`src/sv/gwd_pkg.sv`:
```
package gwd_pkg;

  localparam int unsigned CMD_W   = 1;
  localparam int unsigned YEAR_W  = 14;
  localparam int unsigned MONTH_W = 4;
  localparam int unsigned DAY_W   = 9;
  localparam int unsigned WDAY_W  = 3;
  localparam int unsigned CENT_W  = 8;
  localparam int unsigned YY_W    = 7;
  localparam int unsigned YTERM_W = 8;
  localparam int unsigned SUM_W   = 11;
  localparam int unsigned QUOT_W  = 9;

  localparam logic [CMD_W-1:0] CMD_MONTH_DAY = 1'b0;
  localparam logic [CMD_W-1:0] CMD_YEAR_DAY  = 1'b1;

  // floor(y / 100) == (y * RECIP_100) >> RECIP_100_SH for y < 2**YEAR_W
  localparam int unsigned RECIP_100_W  = 13;
  localparam logic [RECIP_100_W-1:0] RECIP_100 = 13'd5243;
  localparam int unsigned RECIP_100_SH = 19;

  // floor(s / 7) == (s * RECIP_7) >> RECIP_7_SH for s < 2**SUM_W
  localparam int unsigned RECIP_7_W  = 12;
  localparam logic [RECIP_7_W-1:0] RECIP_7 = 12'd2341;
  localparam int unsigned RECIP_7_SH = 14;

  localparam logic [MONTH_W-1:0] MONTH_JAN = 4'd1;
  localparam logic [MONTH_W-1:0] MONTH_FEB = 4'd2;
  localparam logic [MONTH_W-1:0] MONTH_DEC = 4'd12;

  localparam logic [DAY_W-1:0] FEB_END_DAY  = 9'd59;
  localparam logic [DAY_W-1:0] JAN_END_DAY  = 9'd31;
  localparam logic [DAY_W-1:0] NOV_END_DAY  = 9'd334;

  localparam logic [DAY_W-1:0] CUM_DAYS [12] = '{
    9'd31, 9'd59, 9'd90, 9'd120, 9'd151, 9'd181,
    9'd212, 9'd243, 9'd273, 9'd304, 9'd334, 9'd365
  };

  typedef struct packed {
    logic [CMD_W-1:0]   cmd;
    logic [YEAR_W-1:0]  year;
    logic [MONTH_W-1:0] month;
    logic [DAY_W-1:0]   day_value;
  } gwd_req_t;

  typedef struct packed {
    logic [CMD_W-1:0]   cmd;
    logic [MONTH_W-1:0] month;
    logic [DAY_W-1:0]   day_value;
    logic               leap;
    logic [YTERM_W-1:0] yterm;
  } gwd_yinfo_t;

  typedef struct packed {
    logic [MONTH_W-1:0] month;
    logic [DAY_W-1:0]   day;
    logic [SUM_W-1:0]   sum;
  } gwd_sum_t;

endpackage

```
`src/sv/gwd_in_if.sv`:
```
interface gwd_in_if import gwd_pkg::*; ();
  logic               valid;
  logic               ready;
  logic [CMD_W-1:0]   cmd;
  logic [YEAR_W-1:0]  year;
  logic [MONTH_W-1:0] month;
  logic [DAY_W-1:0]   day_value;

  modport source (output valid, cmd, year, month, day_value, input ready);
  modport sink (input valid, cmd, year, month, day_value, output ready);
endinterface

```
`src/sv/gwd_out_if.sv`:
```
interface gwd_out_if import gwd_pkg::*; ();
  logic               valid;
  logic               ready;
  logic [WDAY_W-1:0]  weekday;
  logic [MONTH_W-1:0] month_out;
  logic [DAY_W-1:0]   day_of_month;

  modport source (output valid, weekday, month_out, day_of_month, input ready);
  modport sink (input valid, weekday, month_out, day_of_month, output ready);
endinterface

```
`src/sv/gregorian_weekday_calc.sv`:
```
// channel  dir  payload                                 transaction
// in_i     in   cmd, year, month, day_value             valid && ready
// out_o    out  weekday, month_out, day_of_month        valid && ready
//
// Six register stages: century split, year terms, month map, sum, mod-7
// quotient, remainder. One transaction per cycle while out_o is not stalled.
// Reset clears the stage valid bits only.
// All stages advance together; in_i.ready drops only while the output
// holds a result that out_o does not take, and then every stage holds.
module gregorian_weekday_calc import gwd_pkg::*; (
  input  logic      clk_i,
  input  logic      rst_ni,
  gwd_in_if.sink    in_i,
  gwd_out_if.source out_o
);

  logic       en;
  gwd_req_t   req;
  logic       ysp_valid;
  gwd_yinfo_t yinfo;
  logic       sum_valid;
  gwd_sum_t   sum;

  assign en         = !(out_o.valid && !out_o.ready);
  assign in_i.ready = en;

  assign req.cmd       = in_i.cmd;
  assign req.year      = in_i.year;
  assign req.month     = in_i.month;
  assign req.day_value = in_i.day_value;

  gwd_year_split u_year_split (
    .clk_i   (clk_i),
    .rst_ni  (rst_ni),
    .en_i    (en),
    .valid_i (in_i.valid),
    .req_i   (req),
    .valid_o (ysp_valid),
    .yinfo_o (yinfo)
  );

  gwd_date_map u_date_map (
    .clk_i   (clk_i),
    .rst_ni  (rst_ni),
    .en_i    (en),
    .valid_i (ysp_valid),
    .yinfo_i (yinfo),
    .valid_o (sum_valid),
    .sum_o   (sum)
  );

  gwd_mod7 u_mod7 (
    .clk_i     (clk_i),
    .rst_ni    (rst_ni),
    .en_i      (en),
    .valid_i   (sum_valid),
    .sum_i     (sum),
    .valid_o   (out_o.valid),
    .weekday_o (out_o.weekday),
    .month_o   (out_o.month_out),
    .day_o     (out_o.day_of_month)
  );

`ifndef SYNTHESIS
  a_wday_range: assert property (@(posedge clk_i) disable iff (!rst_ni)
    out_o.valid |-> (out_o.weekday <= 3'd6))
    else $error("weekday out of range");

  a_stall_blocks: assert property (@(posedge clk_i) disable iff (!rst_ni)
    (out_o.valid && !out_o.ready) |-> !in_i.ready)
    else $error("input taken during output stall");

  a_stall_freeze: assert property (@(posedge clk_i) disable iff (!rst_ni)
    !en |=> ($stable(sum_valid) && $stable(ysp_valid)))
    else $error("pipeline moved during stall");

  a_sum_reaches_out: assert property (@(posedge clk_i) disable iff (!rst_ni)
    (sum_valid && en) ##1 en |=> out_o.valid)
    else $error("transaction lost in mod-7 stages");
`endif

endmodule

```
`src/sv/gwd_year_split.sv`:
```
module gwd_year_split import gwd_pkg::*; (
  input  logic       clk_i,
  input  logic       rst_ni,
  input  logic       en_i,
  input  logic       valid_i,
  input  gwd_req_t   req_i,
  output logic       valid_o,
  output gwd_yinfo_t yinfo_o
);

  logic                               s1_valid_q;
  gwd_req_t                           s1_req_q;
  logic [CENT_W-1:0]                  s1_cent_q, s1_cent_d;
  logic [YEAR_W+RECIP_100_W-1:0]      cent_prod;
  logic                               s2_valid_q;
  gwd_yinfo_t                         s2_yinfo_q, s2_yinfo_d;
  logic [YEAR_W-1:0]                  hundreds;
  logic [YY_W-1:0]                    yy;
  logic [1:0]                         cent_mod;
  logic [1:0]                         cent_code;

  assign cent_prod = (YEAR_W+RECIP_100_W)'(req_i.year) * (YEAR_W+RECIP_100_W)'(RECIP_100);
  assign s1_cent_d = cent_prod[RECIP_100_SH +: CENT_W];

  always_comb begin
    hundreds  = YEAR_W'(s1_cent_q) * YEAR_W'(100);
    yy        = YY_W'(s1_req_q.year - hundreds);
    cent_mod  = s1_cent_q[1:0];
    cent_code = 2'd3 - cent_mod;
    s2_yinfo_d.cmd       = s1_req_q.cmd;
    s2_yinfo_d.month     = s1_req_q.month;
    s2_yinfo_d.day_value = s1_req_q.day_value;
    s2_yinfo_d.leap      = ((s1_req_q.year[1:0] == 2'd0) && (yy != '0)) ||
                           ((yy == '0) && (cent_mod == 2'd0));
    s2_yinfo_d.yterm     = YTERM_W'(yy) + YTERM_W'(yy[YY_W-1:2]) +
                           YTERM_W'({cent_code, 1'b0}) + YTERM_W'(7);
  end

  always_ff @(posedge clk_i or negedge rst_ni) begin
    if (!rst_ni) begin
      s1_valid_q <= 1'b0;
      s2_valid_q <= 1'b0;
    end else if (en_i) begin
      s1_valid_q <= valid_i;
      s2_valid_q <= s1_valid_q;
    end
  end

  always_ff @(posedge clk_i) begin
    if (en_i) begin
      s1_req_q   <= req_i;
      s1_cent_q  <= s1_cent_d;
      s2_yinfo_q <= s2_yinfo_d;
    end
  end

  assign valid_o = s2_valid_q;
  assign yinfo_o = s2_yinfo_q;

endmodule

```
`src/sv/gwd_date_map.sv`:
```
module gwd_date_map import gwd_pkg::*; (
  input  logic       clk_i,
  input  logic       rst_ni,
  input  logic       en_i,
  input  logic       valid_i,
  input  gwd_yinfo_t yinfo_i,
  output logic       valid_o,
  output gwd_sum_t   sum_o
);

  logic               s3_valid_q;
  logic [MONTH_W-1:0] s3_month_q, s3_month_d;
  logic [DAY_W-1:0]   s3_day_q, s3_day_d;
  logic               s3_leap_q;
  logic [YTERM_W-1:0] s3_yterm_q;
  logic               s4_valid_q;
  gwd_sum_t           s4_sum_q, s4_sum_d;
  logic [DAY_W-1:0]   look;
  logic [MONTH_W-1:0] conv_month;
  logic [DAY_W-1:0]   prior_days;
  logic               leap_fix;

  // day of year to month and day of month; for CMD_MONTH_DAY month and day pass through
  always_comb begin
    look = yinfo_i.day_value -
           DAY_W'(yinfo_i.leap && (yinfo_i.day_value > FEB_END_DAY));
    conv_month = MONTH_DEC;
    for (int i = 11; i >= 1; i--) begin
      if (CUM_DAYS[4'(i)] >= look) begin
        conv_month = MONTH_W'(i + 1);
      end
    end
    if (look <= JAN_END_DAY) begin
      conv_month = MONTH_JAN;
    end else if (look > NOV_END_DAY) begin
      conv_month = MONTH_DEC;
    end
    if (yinfo_i.cmd == CMD_MONTH_DAY) begin
      s3_month_d = yinfo_i.month;
      s3_day_d   = yinfo_i.day_value;
    end else if (conv_month == MONTH_JAN) begin
      s3_month_d = conv_month;
      s3_day_d   = yinfo_i.day_value;
    end else begin
      s3_month_d = conv_month;
      s3_day_d   = yinfo_i.day_value - CUM_DAYS[MONTH_W'(conv_month - MONTH_FEB)] -
                   DAY_W'(yinfo_i.leap && (conv_month > MONTH_FEB));
    end
  end

  // weekday sum before reduction
  always_comb begin
    if (s3_month_q <= MONTH_JAN) begin
      prior_days = '0;
    end else if (s3_month_q > MONTH_DEC) begin
      prior_days = CUM_DAYS[11];
    end else begin
      prior_days = CUM_DAYS[MONTH_W'(s3_month_q - MONTH_FEB)];
    end
    leap_fix = s3_leap_q && (s3_month_q <= MONTH_FEB);
    s4_sum_d.month = s3_month_q;
    s4_sum_d.day   = s3_day_q;
    s4_sum_d.sum   = SUM_W'(s3_day_q) + SUM_W'(prior_days) + SUM_W'(s3_yterm_q) -
                     SUM_W'(leap_fix);
  end

  always_ff @(posedge clk_i or negedge rst_ni) begin
    if (!rst_ni) begin
      s3_valid_q <= 1'b0;
      s4_valid_q <= 1'b0;
    end else if (en_i) begin
      s3_valid_q <= valid_i;
      s4_valid_q <= s3_valid_q;
    end
  end

  always_ff @(posedge clk_i) begin
    if (en_i) begin
      s3_month_q <= s3_month_d;
      s3_day_q   <= s3_day_d;
      s3_leap_q  <= yinfo_i.leap;
      s3_yterm_q <= yinfo_i.yterm;
      s4_sum_q   <= s4_sum_d;
    end
  end

  assign valid_o = s4_valid_q;
  assign sum_o   = s4_sum_q;

endmodule

```
`src/sv/gwd_mod7.sv`:
```
module gwd_mod7 import gwd_pkg::*; (
  input  logic               clk_i,
  input  logic               rst_ni,
  input  logic               en_i,
  input  logic               valid_i,
  input  gwd_sum_t           sum_i,
  output logic               valid_o,
  output logic [WDAY_W-1:0]  weekday_o,
  output logic [MONTH_W-1:0] month_o,
  output logic [DAY_W-1:0]   day_o
);

  logic [SUM_W+RECIP_7_W-1:0] quot_prod;
  logic                       s5_valid_q;
  gwd_sum_t                   s5_sum_q;
  logic [QUOT_W-1:0]          s5_quot_q, s5_quot_d;
  logic [SUM_W-1:0]           rem;
  logic                       s6_valid_q;
  logic [WDAY_W-1:0]          s6_wday_q, s6_wday_d;
  logic [MONTH_W-1:0]         s6_month_q;
  logic [DAY_W-1:0]           s6_day_q;

  assign quot_prod = (SUM_W+RECIP_7_W)'(sum_i.sum) * (SUM_W+RECIP_7_W)'(RECIP_7);
  assign s5_quot_d = quot_prod[RECIP_7_SH +: QUOT_W];
  assign rem       = s5_sum_q.sum - SUM_W'(s5_quot_q) * SUM_W'(7);
  assign s6_wday_d = WDAY_W'(rem);

  always_ff @(posedge clk_i or negedge rst_ni) begin
    if (!rst_ni) begin
      s5_valid_q <= 1'b0;
      s6_valid_q <= 1'b0;
    end else if (en_i) begin
      s5_valid_q <= valid_i;
      s6_valid_q <= s5_valid_q;
    end
  end

  always_ff @(posedge clk_i) begin
    if (en_i) begin
      s5_sum_q   <= sum_i;
      s5_quot_q  <= s5_quot_d;
      s6_wday_q  <= s6_wday_d;
      s6_month_q <= s5_sum_q.month;
      s6_day_q   <= s5_sum_q.day;
    end
  end

  assign valid_o   = s6_valid_q;
  assign weekday_o = s6_wday_q;
  assign month_o   = s6_month_q;
  assign day_o     = s6_day_q;

endmodule
```
`src/flat_wrapper.sv`:
```
// flat-port wrapper written by rule: the top's interface ports become plain ports
module gregorian_weekday_calc_flat import gwd_pkg::*;
  (clk_i, rst_ni, in_i_valid, in_i_cmd, in_i_year, in_i_month, in_i_day_value, in_i_ready, out_o_valid, out_o_weekday, out_o_month_out, out_o_day_of_month, out_o_ready);
  gwd_in_if in_i_i ();
  gwd_out_if out_o_i ();
  input  logic clk_i;
  input  logic rst_ni;
  input wire logic [$bits(in_i_i.valid)-1:0] in_i_valid;
  input wire logic [$bits(in_i_i.cmd)-1:0] in_i_cmd;
  input wire logic [$bits(in_i_i.year)-1:0] in_i_year;
  input wire logic [$bits(in_i_i.month)-1:0] in_i_month;
  input wire logic [$bits(in_i_i.day_value)-1:0] in_i_day_value;
  output wire logic [$bits(in_i_i.ready)-1:0] in_i_ready;
  output wire logic [$bits(out_o_i.valid)-1:0] out_o_valid;
  output wire logic [$bits(out_o_i.weekday)-1:0] out_o_weekday;
  output wire logic [$bits(out_o_i.month_out)-1:0] out_o_month_out;
  output wire logic [$bits(out_o_i.day_of_month)-1:0] out_o_day_of_month;
  input wire logic [$bits(out_o_i.ready)-1:0] out_o_ready;
  assign in_i_i.valid = in_i_valid;
  assign in_i_i.cmd = in_i_cmd;
  assign in_i_i.year = in_i_year;
  assign in_i_i.month = in_i_month;
  assign in_i_i.day_value = in_i_day_value;
  assign in_i_ready = in_i_i.ready;
  assign out_o_valid = out_o_i.valid;
  assign out_o_weekday = out_o_i.weekday;
  assign out_o_month_out = out_o_i.month_out;
  assign out_o_day_of_month = out_o_i.day_of_month;
  assign out_o_i.ready = out_o_ready;
  gregorian_weekday_calc u_core (.clk_i(clk_i), .rst_ni(rst_ni), .in_i(in_i_i), .out_o(out_o_i));
endmodule
```
`config.mk`:
```
export PLATFORM = sky130hd
export DESIGN_NAME = gregorian_weekday_calc_flat
export DESIGN_NICKNAME = d
export VERILOG_FILES = /design/src/sv/gwd_pkg.sv /design/src/sv/gwd_in_if.sv /design/src/sv/gwd_out_if.sv /design/src/sv/gregorian_weekday_calc.sv /design/src/sv/gwd_year_split.sv /design/src/sv/gwd_date_map.sv /design/src/sv/gwd_mod7.sv /design/src/flat_wrapper.sv
export SDC_FILE = /design/constraint.sdc
export NUM_CORES = 1
export LEC_CHECK = 0
export BUFFER_PORTS_ARGS = -buffer_cell sky130_fd_sc_hd__buf_4
export CAP_MARGIN = 40
export CORE_AREA = 3 3 140 142
export DETAILED_ROUTE_END_ITERATION = 7
export DIE_AREA = 0 0 143 145
export GPL_TIMING_DRIVEN = 0
export PLACE_DENSITY = 0.78
export SYNTH_ARGS = -nofsm -noshare
export SYNTH_HDL_FRONTEND = slang
export SYNTH_HIERARCHICAL = 1
export SYNTH_SLANG_ARGS = --single-unit
```
`constraint.sdc`:
```
create_clock -name clk_i -period 19.8 [get_ports clk_i]
set_input_delay 3.96 -clock clk_i [delete_from_list [all_inputs] [get_ports clk_i]]
set_output_delay 3.96 -clock clk_i [all_outputs]
set_load 0.005 [all_outputs]
```
==> results.sh, run 1 <==
export IMPL_hold_viol_final=0
export IMPL_worst_pin_slew_ps=683
export IMPL_finalSetupViolations=0
export IMPL_ys_warn_count=6
export IMPL_rows=50
export IMPL_initial_core_util_pct=64.1
export IMPL_period_minus_slack_ps=8360
export IMPL_cts_tree="done"
export IMPL_synth_adder_area_share_pct=36.2
export IMPL_critical_path_class="input pin to output port"
export IMPL_slew_viol_final=0
export IMPL_antennaDiodeCount=0
export IMPL_slew_headroom_pct=54.2
export IMPL_finalNonFillerCells=1388
export IMPL_cp_end_kind="output port"
export IMPL_crit_fanout=6
export IMPL_overflow=0
export IMPL_fillCellCount=1348
export IMPL_path_cells="buf_4 -> nand2b_4 -> buf_4"
export IMPL_post_route_drc_count=0
export IMPL_fin_skew_ps=9.08
export IMPL_postCtsHoldBufs=0
export IMPL_coreArea_um2=18600
export IMPL_ys_flop_type="edfxtp_1"
export IMPL_first_global_vias=8085
export IMPL_muxShareOfSynthArea_pct=1.56
export IMPL_io_buffers=49
export IMPL_finalCritPeriodShare_pct=42.2
export IMPL_cts_root_buffer="clkbuf_16"
export IMPL_clockBufferDepth=2
export IMPL_htree_levels=4
export IMPL_syn_to_final_growth_pct=11.2
export IMPL_cts_made_buffers=17
export IMPL_die_area_um2=20700
export IMPL_place_hpwl_um=16800
export IMPL_synth_compound_area_share_pct=9.16
export IMPL_path_common_cell="buf_4"
export IMPL_wl_per_cell_um=15.4
export IMPL_synth_top_family_by_area="adder cells"
export IMPL_numClockSinks=136
export IMPL_ys_seq_area_share_pct=34.0
export IMPL_max_freq_mhz=120
export IMPL_first_pass_iters=7
export IMPL_post_cts_setup_buffers=0
export IMPL_vias=7729
export IMPL_synth_simple_gate_area_share_pct=7.03
export IMPL_required_ps=15840
export IMPL_max_cap_violations=0
export IMPL_clk_pin_slew_ps=60
export IMPL_synth_edf_count=130
export IMPL_die_w_um=143
export IMPL_cp_arrival_ps=4400
export IMPL_multi_input_area_um2=6870
export IMPL_grt_pass1_wl_um=36800
export IMPL_syn_nets=1392
export IMPL_ys_seq_elements=136
export IMPL_min_path_type="flop to flop"
export IMPL_placed_cells=1356
export IMPL_critPathMaxStageDelay_ps=180
export IMPL_synth_xor_area_share_pct=3.68
export IMPL_place_gp_congestion=0.962
export IMPL_postCtsResizedCells=0
export IMPL_syn_area_um2=11900
export IMPL_slowest_stage="nand2b_4"
export IMPL_antenna_left=0
export IMPL_crit_buf_inv=2
export IMPL_ioPinCount=50
export IMPL_syn_inst=1071
export IMPL_die_h_um=145
export IMPL_cp_top_family="buffers and inverters"
export IMPL_cp_start_kind="input pin"
export IMPL_ys_types=78
export IMPL_drt_wl_total_um=21400
export IMPL_seqCellArea_um2=4050
export IMPL_gr_usage_all_layers_pct=22.1
export IMPL_status="finished clean"
export IMPL_rsz0062_at_grt="no"
export IMPL_final_nets=1462
export IMPL_clock_latency_ps=420
export IMPL_grt_max_degree=70
export IMPL_synth_async_reset_ratio_pct=4.41
export IMPL_tns_ps=0
export IMPL_drtIter0Drc=548
export IMPL_syn_area_per_cell_um2=11.1
export IMPL_routed_via_density=5.57
export IMPL_antenna_found_initial=0
export IMPL_drive_gt1_share_pct=10.3
[path summary, 6_finish.rpt]
path | from | cells after the start | slack (ps) | endpoint
worst min-delay path | u_core/u_year_split/yinfo_o[6] | 0 | 420 | u_core/u_date_map/s3_yterm_q[6]
min in group asynchronous | rst_ni | 1 | 3330 | u_core/u_mod7/valid_o
worst min register to register | u_core/u_year_split/yinfo_o[6] | 0 | 420 | u_core/u_date_map/s3_yterm_q[6]
worst max register to register | u_core/u_year_split/yinfo_o[17] | 29 | 12400 | u_core/u_date_map/s3_day_q[8]
max in group asynchronous | rst_ni | 1 | 16360 | u_core/u_date_map/s3_valid_q
worst max-delay path | out_o_ready | 3 | 11440 | in_i_ready
[cells in the final DEF, fill, tap and decap left out, types with 34 or more instances in the layout]
cell      instances
a21oi_1          39
xnor2_1          34
nor2_1           36
fa_1             93
buf_4            49
inv_1           247
ha_1            196
nand2_1          41
o21ai_0          37
edfxtp_1        130
[state kept, by name, indices dropped and copies added, names as in the netlist]
| signal | flops |
|---|---|
| u_core/u_mod7/s5_quot_q | 3 |
| u_core/u_mod7/s5_valid_q | 1 |
| u_core/u_date_map/valid_o | 1 |
| u_core/u_date_map/s3_valid_q | 1 |
| u_core/u_date_map/s3_leap_q | 1 |
| u_core/u_mod7/day_o | 9 |
| u_core/u_mod7/month_o | 4 |
| u_core/u_date_map/s3_yterm_q | 8 |
| u_core/u_date_map/sum_o | 24 |
| u_core/u_mod7/valid_o | 1 |
| u_core/u_mod7/weekday_o | 3 |
| u_core/u_date_map/s3_day_q | 9 |
| u_core/u_year_split/valid_o | 1 |
| u_core/u_mod7/s5_sum_q | 16 |
| u_core/u_year_split/s1_cent_q | 5 |
| u_core/u_year_split/yinfo_o | 23 |
| u_core/u_year_split/s1_req_q | 21 |
| u_core/u_date_map/s3_month_q | 4 |
| u_core/u_year_split/s1_valid_q | 1 |
[cell families after synthesis]
group / count (synthesis)
simple gates: 160
mux: 17
buf+inv: 262
flops: 136
fa+ha+maj: 289
compound gates: 160
xor+xnor: 47
[worst reg2reg max path: cells and delay by family (launching register included)]
kind | cells | cell delay (ps)
adders and majority gates | 6 | 1810
muxes | 3 | 760
xor gates and xnor gates | 3 | 610
and+or+nand+nor | 7 | 1050
DFF | 1 | 370
buffers and inverters | 4 | 1030
AOI/OAI and AO/OA | 6 | 1510
[Yosys cell counts (all sizes together) (5+ instances only)]
library cell  number  area, um2
a211oi             5       37.5
a221oi             5       61.3
clkbuf             8       30.0
xor2              12        124
edfxtp           130       3900
and3               5       32.5
a21oi             40        204
mux2              10        116
mux2i              7       70.1
xnor2             35        314
fa                93       1860
nand3             16       85.1
a31oi              8       50.1
nor3              12       65.1
nand4             10       62.6
o21a               8       60.1
o21ai             42        214
nor2b             11       68.8
ha               196       2450
a21o              12       97.6
dfrtp              6        150
nand2             41        154
nor2              36        135
nand2b             8       50.1
inv              249        935
[metal layers]
layer  vias to the layer above  routed length [um]  GRT usage, %  share of wire [%]
li1                       3787                   -             -                  -
met1                      3708                9380          28.5                 44
met2                       191               10700          37.3                 50
met3                        43                 747          3.13                3.5
met4                         0                 615          8.79                2.9
met5                         -                   0             0                  0
[final cells by class]
class	count	area share, %
Buffer	12	0.425
Clock buffer	19	3.59
Clock inverter	13	1.02
Inverter	250	7.08
Multi-Input combinational cell	673	51.9
Sequential cell	136	30.6
Tap cell	234	2.21
Timing Repair Buffer	51	3.19
[metrics by stage]
stage	hold slack, ps	util (%)	setup WS, ps	instance area [um2]
final	415	71.3	11440	13200
after global routing	423	71.3	11420	13200
after CTS	415	71.3	11440	13200
after detailed placement	405	68.0	11180	12600
after global placement	401	67.7	6980	12600
after floorplan	400	-	8570	11900
Power of run 1 is left out: the tool's default activity adds up to more than one toggle a clock period on the data nets, which glitch-free logic cannot reach.
==> inputs of run 2 (changes only) <==
--- a/config.mk
+++ b/config.mk
@@ -7,11 +7,11 @@
 export LEC_CHECK = 0
 export BUFFER_PORTS_ARGS = -buffer_cell sky130_fd_sc_hd__buf_4
 export CAP_MARGIN = 40
-export CORE_AREA = 3 3 140 142
+export CORE_AREA = 3 3 148 150
 export DETAILED_ROUTE_END_ITERATION = 7
-export DIE_AREA = 0 0 143 145
+export DIE_AREA = 0 0 151 153
 export GPL_TIMING_DRIVEN = 0
-export PLACE_DENSITY = 0.78
+export PLACE_DENSITY = 0.74
 export SYNTH_ARGS = -nofsm -noshare
 export SYNTH_HDL_FRONTEND = slang
 export SYNTH_HIERARCHICAL = 1
==> constraint.sdc (replaced) <==
create_clock -name clk_i -period 6.9 [get_ports clk_i]
set_input_delay 1.38 -clock clk_i [delete_from_list [all_inputs] [get_ports clk_i]]
set_output_delay 1.38 -clock clk_i [all_outputs]
set_load 0.005 [all_outputs]
==> run 2 against run 1 <==
Global-route usage shrank 2.5 points. First-iteration DRC count shrank 14%. Final area grew 1.0%. Count of clock-buffer cells in the layout shrank 2. Die area grew 11%. Sequential cell count is the same. Register-to-register slack lost 12000 ps.
==> results.sh, run 2 (same netlist as run 1, synthesis figures left out) <==
export IMPL_finalCritPeriodShare_pct=92.3
export IMPL_antenna_left=0
export IMPL_clockBufferDepth=2
export IMPL_first_pass_iters=5
export IMPL_final_nets=1469
export IMPL_vias=7659
export IMPL_wl_per_cell_um=14.8
export IMPL_layout_common_cells="inv_1, ha_1, edfxtp_1"
export IMPL_antenna_found_initial=0
export IMPL_clock_latency_ps=420
export IMPL_die_area_um2=23100
export IMPL_initial_core_util_pct=57.2
export IMPL_place_gp_congestion=0.898
export IMPL_tns_ps=0
export IMPL_hold_viol_final=0
export IMPL_die_w_um=151
export IMPL_postCtsHoldBufs=0
export IMPL_fillCellCount=1687
export IMPL_first_global_vias=7878
export IMPL_max_freq_mhz=157
export IMPL_cp_end_kind="flop"
export IMPL_ioPinCount=50
export IMPL_critical_path_class="flop to flop"
export IMPL_finalSetupViolations=0
export IMPL_slew_headroom_pct=59.0
export IMPL_drtIter0Drc=473
export IMPL_worst_pin_slew_ps=611
export IMPL_crit_fanout=10
export IMPL_cts_made_buffers=17
export IMPL_cp_arrival_ps=6520
export IMPL_htree_levels=4
export IMPL_overflow=0
export IMPL_final_common_cell="inv_1"
export IMPL_gr_usage_all_layers_pct=19.6
export IMPL_grt_pass1_wl_um=36500
export IMPL_slowest_stage="fa_1"
export IMPL_fin_skew_ps=11.8
export IMPL_cp_start_kind="flop"
export IMPL_post_route_drc_count=0
export IMPL_cts_tree="done"
export IMPL_grt_max_degree=64
export IMPL_status="finished clean"
export IMPL_cp_top_family="adder cells"
export IMPL_min_path_type="flop to flop"
export IMPL_numClockSinks=136
export IMPL_drive_gt1_share_pct=11.5
export IMPL_clk_pin_slew_ps=70
export IMPL_io_buffers=49
export IMPL_rsz0062_at_grt="no"
export IMPL_required_ps=7050
export IMPL_crit_buf_inv=3
export IMPL_die_h_um=153
export IMPL_cts_root_buffer="clkbuf_16"
export IMPL_rows=53
export IMPL_largest_reg_flops=24
export IMPL_antennaDiodeCount=0
export IMPL_critPathMaxStageDelay_ps=540
export IMPL_period_minus_slack_ps=6370
export IMPL_coreArea_um2=20800
export IMPL_place_hpwl_um=17200
export IMPL_syn_to_final_growth_pct=12.3
export IMPL_slew_viol_final=0
export IMPL_routed_via_density=5.33
export IMPL_drt_wl_total_um=21200
export IMPL_max_cap_violations=0
==> run 2: changes by cell type in the layout (fill, tap and decap cells not counted), sizes merged <==
cell      delta
clkinv       -1
inv          +2
clkbuf       -1
buf          +6
clkinvlp     -1
bufinv       +2
==> run 2: worst reg2reg max path, delay by kind of cell (launching register included) <==
kind	cells	cell delay [ps]
mux	3	710
xor+xnor	3	370
fa+ha+maj	6	1820
compound gates	6	1160
simple gates	7	1010
buf+inv	3	610
flops	1	430
==> run 2: final timing paths <==
path,start,to,slack [ps],cells after the start
setup / recovery,u_core/u_year_split/yinfo_o[12],u_core/u_date_map/s3_day_q[8],530,28
hold / removal,u_core/u_mod7/s5_sum_q[15],u_core/u_mod7/day_o[4],410,0
setup reg to reg,u_core/u_year_split/yinfo_o[12],u_core/u_date_map/s3_day_q[8],530,28
hold reg to reg,u_core/u_mod7/s5_sum_q[15],u_core/u_mod7/day_o[4],410,0
max in group asynchronous,rst_ni,u_core/u_year_split/s1_valid_q,6030,1
min in group asynchronous,rst_ni,u_core/u_date_map/valid_o,760,1
==> run 2: layer usage <==
layer	up-vias	part of all wire [%]	wire [um]	track usage [%]
met5	-	0	0	0
met4	0	2.4	512	5.96
met3	35	3.6	759	3.44
met2	168	50	10700	33.9
met1	3657	44	9270	25.1
li1	3799	-	-	-
==> run 2: area by class of cell <==
| cell class | instances | area, um2 | share of cell area, % |
|---|---|---|---|
| multi-input combinational | 673 | 6890 | 51.5 |
| sequential | 136 | 4050 | 30.3 |
| inverter | 250 | 938 | 7.01 |
| timing repair buffer | 59 | 483 | 3.61 |
| clock buffer | 17 | 425 | 3.18 |
| tap | 275 | 344 | 2.57 |
| clock inverter | 15 | 189 | 1.41 |
| buffer | 11 | 58.8 | 0.439 |
==> run 2: per-stage QoR <==
stage	hold WS (ps)	std cells	area [um2]	util (%)	setup slack, ps
finish	413	1436	13400	64.3	533
global route	426	1436	13400	64.3	2.76
CTS	415	1429	13300	63.9	37.3
detailed placement	405	1397	12700	60.9	-455
global placement	400	1395	12600	60.6	-850
floorplan	400	1071	11900	-	469
==> run 2: timing repair <==
| action | in CTS | in global routing |
|---|---|---|
| endpoints found under the hold margin | 0 | 0 |
| pin swaps | 1 | 3 |
| resized for setup | 2 | 7 |
| buffers inserted | 1 | 7 |
| endpoints found under the setup margin | 2 | 3 |
Power of run 2 is left out for the same reason.
==> inputs of run 3 (changes only) <==
--- a/config.mk
+++ b/config.mk
@@ -11,6 +11,7 @@
 export DETAILED_ROUTE_END_ITERATION = 7
 export DIE_AREA = 0 0 151 153
 export GPL_TIMING_DRIVEN = 0
+export MAX_ROUTING_LAYER = met4
 export PLACE_DENSITY = 0.74
 export SYNTH_ARGS = -nofsm -noshare
 export SYNTH_HDL_FRONTEND = slang
==> run 3 against run 2 <==
Sequential cell count did not move. Cell count up 0.14%. Fmax is 1.3% lower. Clock skew down 2.6 ps. Final area grew 0.14%. First-iteration DRC count down 0.63%. Register-to-register slack worse by 80 ps. Sequential share of layout area barely moved.
==> results.sh, run 3 (same netlist as run 1, synthesis figures left out) <==
export IMPL_cp_arrival_ps=6610
export IMPL_antenna_found_initial=0
export IMPL_overflow=0
export IMPL_clock_latency_ps=420
export IMPL_place_hpwl_um=17000
export IMPL_final_common_cell="inv_1"
export IMPL_io_buffers=49
export IMPL_required_ps=7060
export IMPL_cts_made_buffers=17
export IMPL_antenna_left=0
export IMPL_stdcell_area_um2=13400
export IMPL_crit_buf_inv=3
export IMPL_cts_root_buffer="clkbuf_16"
export IMPL_max_freq_mhz=155
export IMPL_cts_tree="done"
export IMPL_crit_end="u_core/u_date_map/s3_day_q[8]"
export IMPL_die_area_um2=23100
export IMPL_drt_wl_total_um=21200
export IMPL_fin_skew_ps=9.22
export IMPL_rows=53
export IMPL_wl_per_cell_um=14.7
export IMPL_layout_common_cells="inv_1, ha_1, edfxtp_1"
export IMPL_postCtsHoldBufs=0
export IMPL_finalNonFillerCells=1438
export IMPL_reg2reg_slack_ps=450
export IMPL_cp_end_kind="flop"
export IMPL_max_cap_violations=0
export IMPL_ioPinCount=50
export IMPL_syn_to_final_growth_pct=12.5
export IMPL_cp_start_kind="flop"
export IMPL_largest_reg_flops=24
export IMPL_tns_ps=0
export IMPL_min_path_type="flop to flop"
export IMPL_clockBufferDepth=2
export IMPL_post_route_drc_count=0
export IMPL_die_h_um=153
export IMPL_grt_pass1_wl_um=36000
export IMPL_final_nets=1471
export IMPL_period_minus_slack_ps=6450
export IMPL_initial_core_util_pct=57.2
export IMPL_reg2reg_from="u_core/u_year_split/yinfo_o[12]"
export IMPL_coreArea_um2=20800
export IMPL_placed_cell_area_um2=12700
export IMPL_worst_r2r_cell_count=28
export IMPL_gr_usage_all_layers_pct=20.1
export IMPL_routed_via_density=5.29
export IMPL_worst_r2r_endpoint="u_core/u_date_map/s3_day_q[8]"
export IMPL_first_pass_iters=6
export IMPL_place_gp_congestion=0.903
export IMPL_cp_top_family="adder cells"
export IMPL_drive_gt1_share_pct=11.5
export IMPL_antennaDiodeCount=0
export IMPL_critPathMaxStageDelay_ps=540
export IMPL_path_depth=28
export IMPL_htree_levels=4
export IMPL_vias=7610
export IMPL_crit_fanout=10
export IMPL_slew_headroom_pct=55.0
export IMPL_clk_pin_slew_ps=70
export IMPL_drtIter0Drc=470
export IMPL_first_global_vias=7763
export IMPL_path_common_cell="ha_1"
export IMPL_die_w_um=151
export IMPL_crit_start="u_core/u_year_split/yinfo_o[12]"
export IMPL_status="finished clean"
export IMPL_placed_cells=1397
export IMPL_grt_max_degree=57
export IMPL_finalCritPeriodShare_pct=93.5
export IMPL_critical_path_class="flop to flop"
export IMPL_slew_viol_final=0
export IMPL_numClockSinks=136
export IMPL_worst_pin_slew_ps=671
export IMPL_slowest_stage="fa_1"
export IMPL_fillCellCount=1663
export IMPL_finalSetupViolations=0
export IMPL_hold_viol_final=0
[run 3: final cells by class]
cell class	count	area, um2	share of cell area (%)
clock inverter	15	199	1.48
inverter	250	938	7.00
sequential	136	4050	30.3
tap	275	344	2.57
clock buffer	17	425	3.17
buffer	11	56.3	0.420
multi-input combinational	673	6890	51.4
timing repair buffer	61	498	3.72
[run 3: worst min-delay path by stage]
stage | startpoint | endpoint | cells after the start | slack (ps)
final | u_core/u_date_map/sum_o[13] | u_core/u_mod7/s5_sum_q[13] | 0 | 420
after global routing | u_core/u_date_map/sum_o[15] | u_core/u_mod7/s5_sum_q[15] | 0 | 420
after CTS | u_core/u_date_map/sum_o[13] | u_core/u_mod7/s5_sum_q[13] | 0 | 420
after detailed placement | u_core/u_date_map/sum_o[13] | u_core/u_mod7/s5_sum_q[13] | 0 | 400
after global placement | u_core/u_year_split/s1_req_q[6] | u_core/u_year_split/yinfo_o[15] | 0 | 400
after floorplan | u_core/u_year_split/yinfo_o[0] | u_core/u_date_map/s3_yterm_q[0] | 0 | 400
[run 3: through the flow]
stage,hold slack [ps],utilization (%),worst slack (ps)
6_report,416,64.4,450
5_1_grt,422,64.4,-43.5
4_1_cts,415,64.0,69.2
3_5_place_dp,405,60.9,-476
3_3_place_gp,400,60.6,-858
2_1_floorplan,400,-,469
[run 3: per-layer routing]
metal | up-vias | global-route usage [%] | part of all wire [%]
li1 | 3810 | - | -
met5 | - | - | 0
met4 | 0 | 4.15 | 1.2
met2 | 150 | 33.9 | 52
met1 | 3628 | 25.4 | 43
met3 | 22 | 3.59 | 3.6
[run 3: worst reg2reg max path: cells and delay by family (launching register included)]
family,cells,cell delay [ps]
compound gates,8,1640
flops,1,410
buf+inv,3,590
xor+xnor,1,120
simple gates,7,800
mux,3,640
fa+ha+maj,6,2000
[run 3: timing repair]
item / in CTS / in global routing
resized for setup: 2 / 5
pin swaps: 1 / 2
setup endpoints to repair: 2 / 2
setup buffers: 1 / 9
Power of run 3 is left out for the same reason.
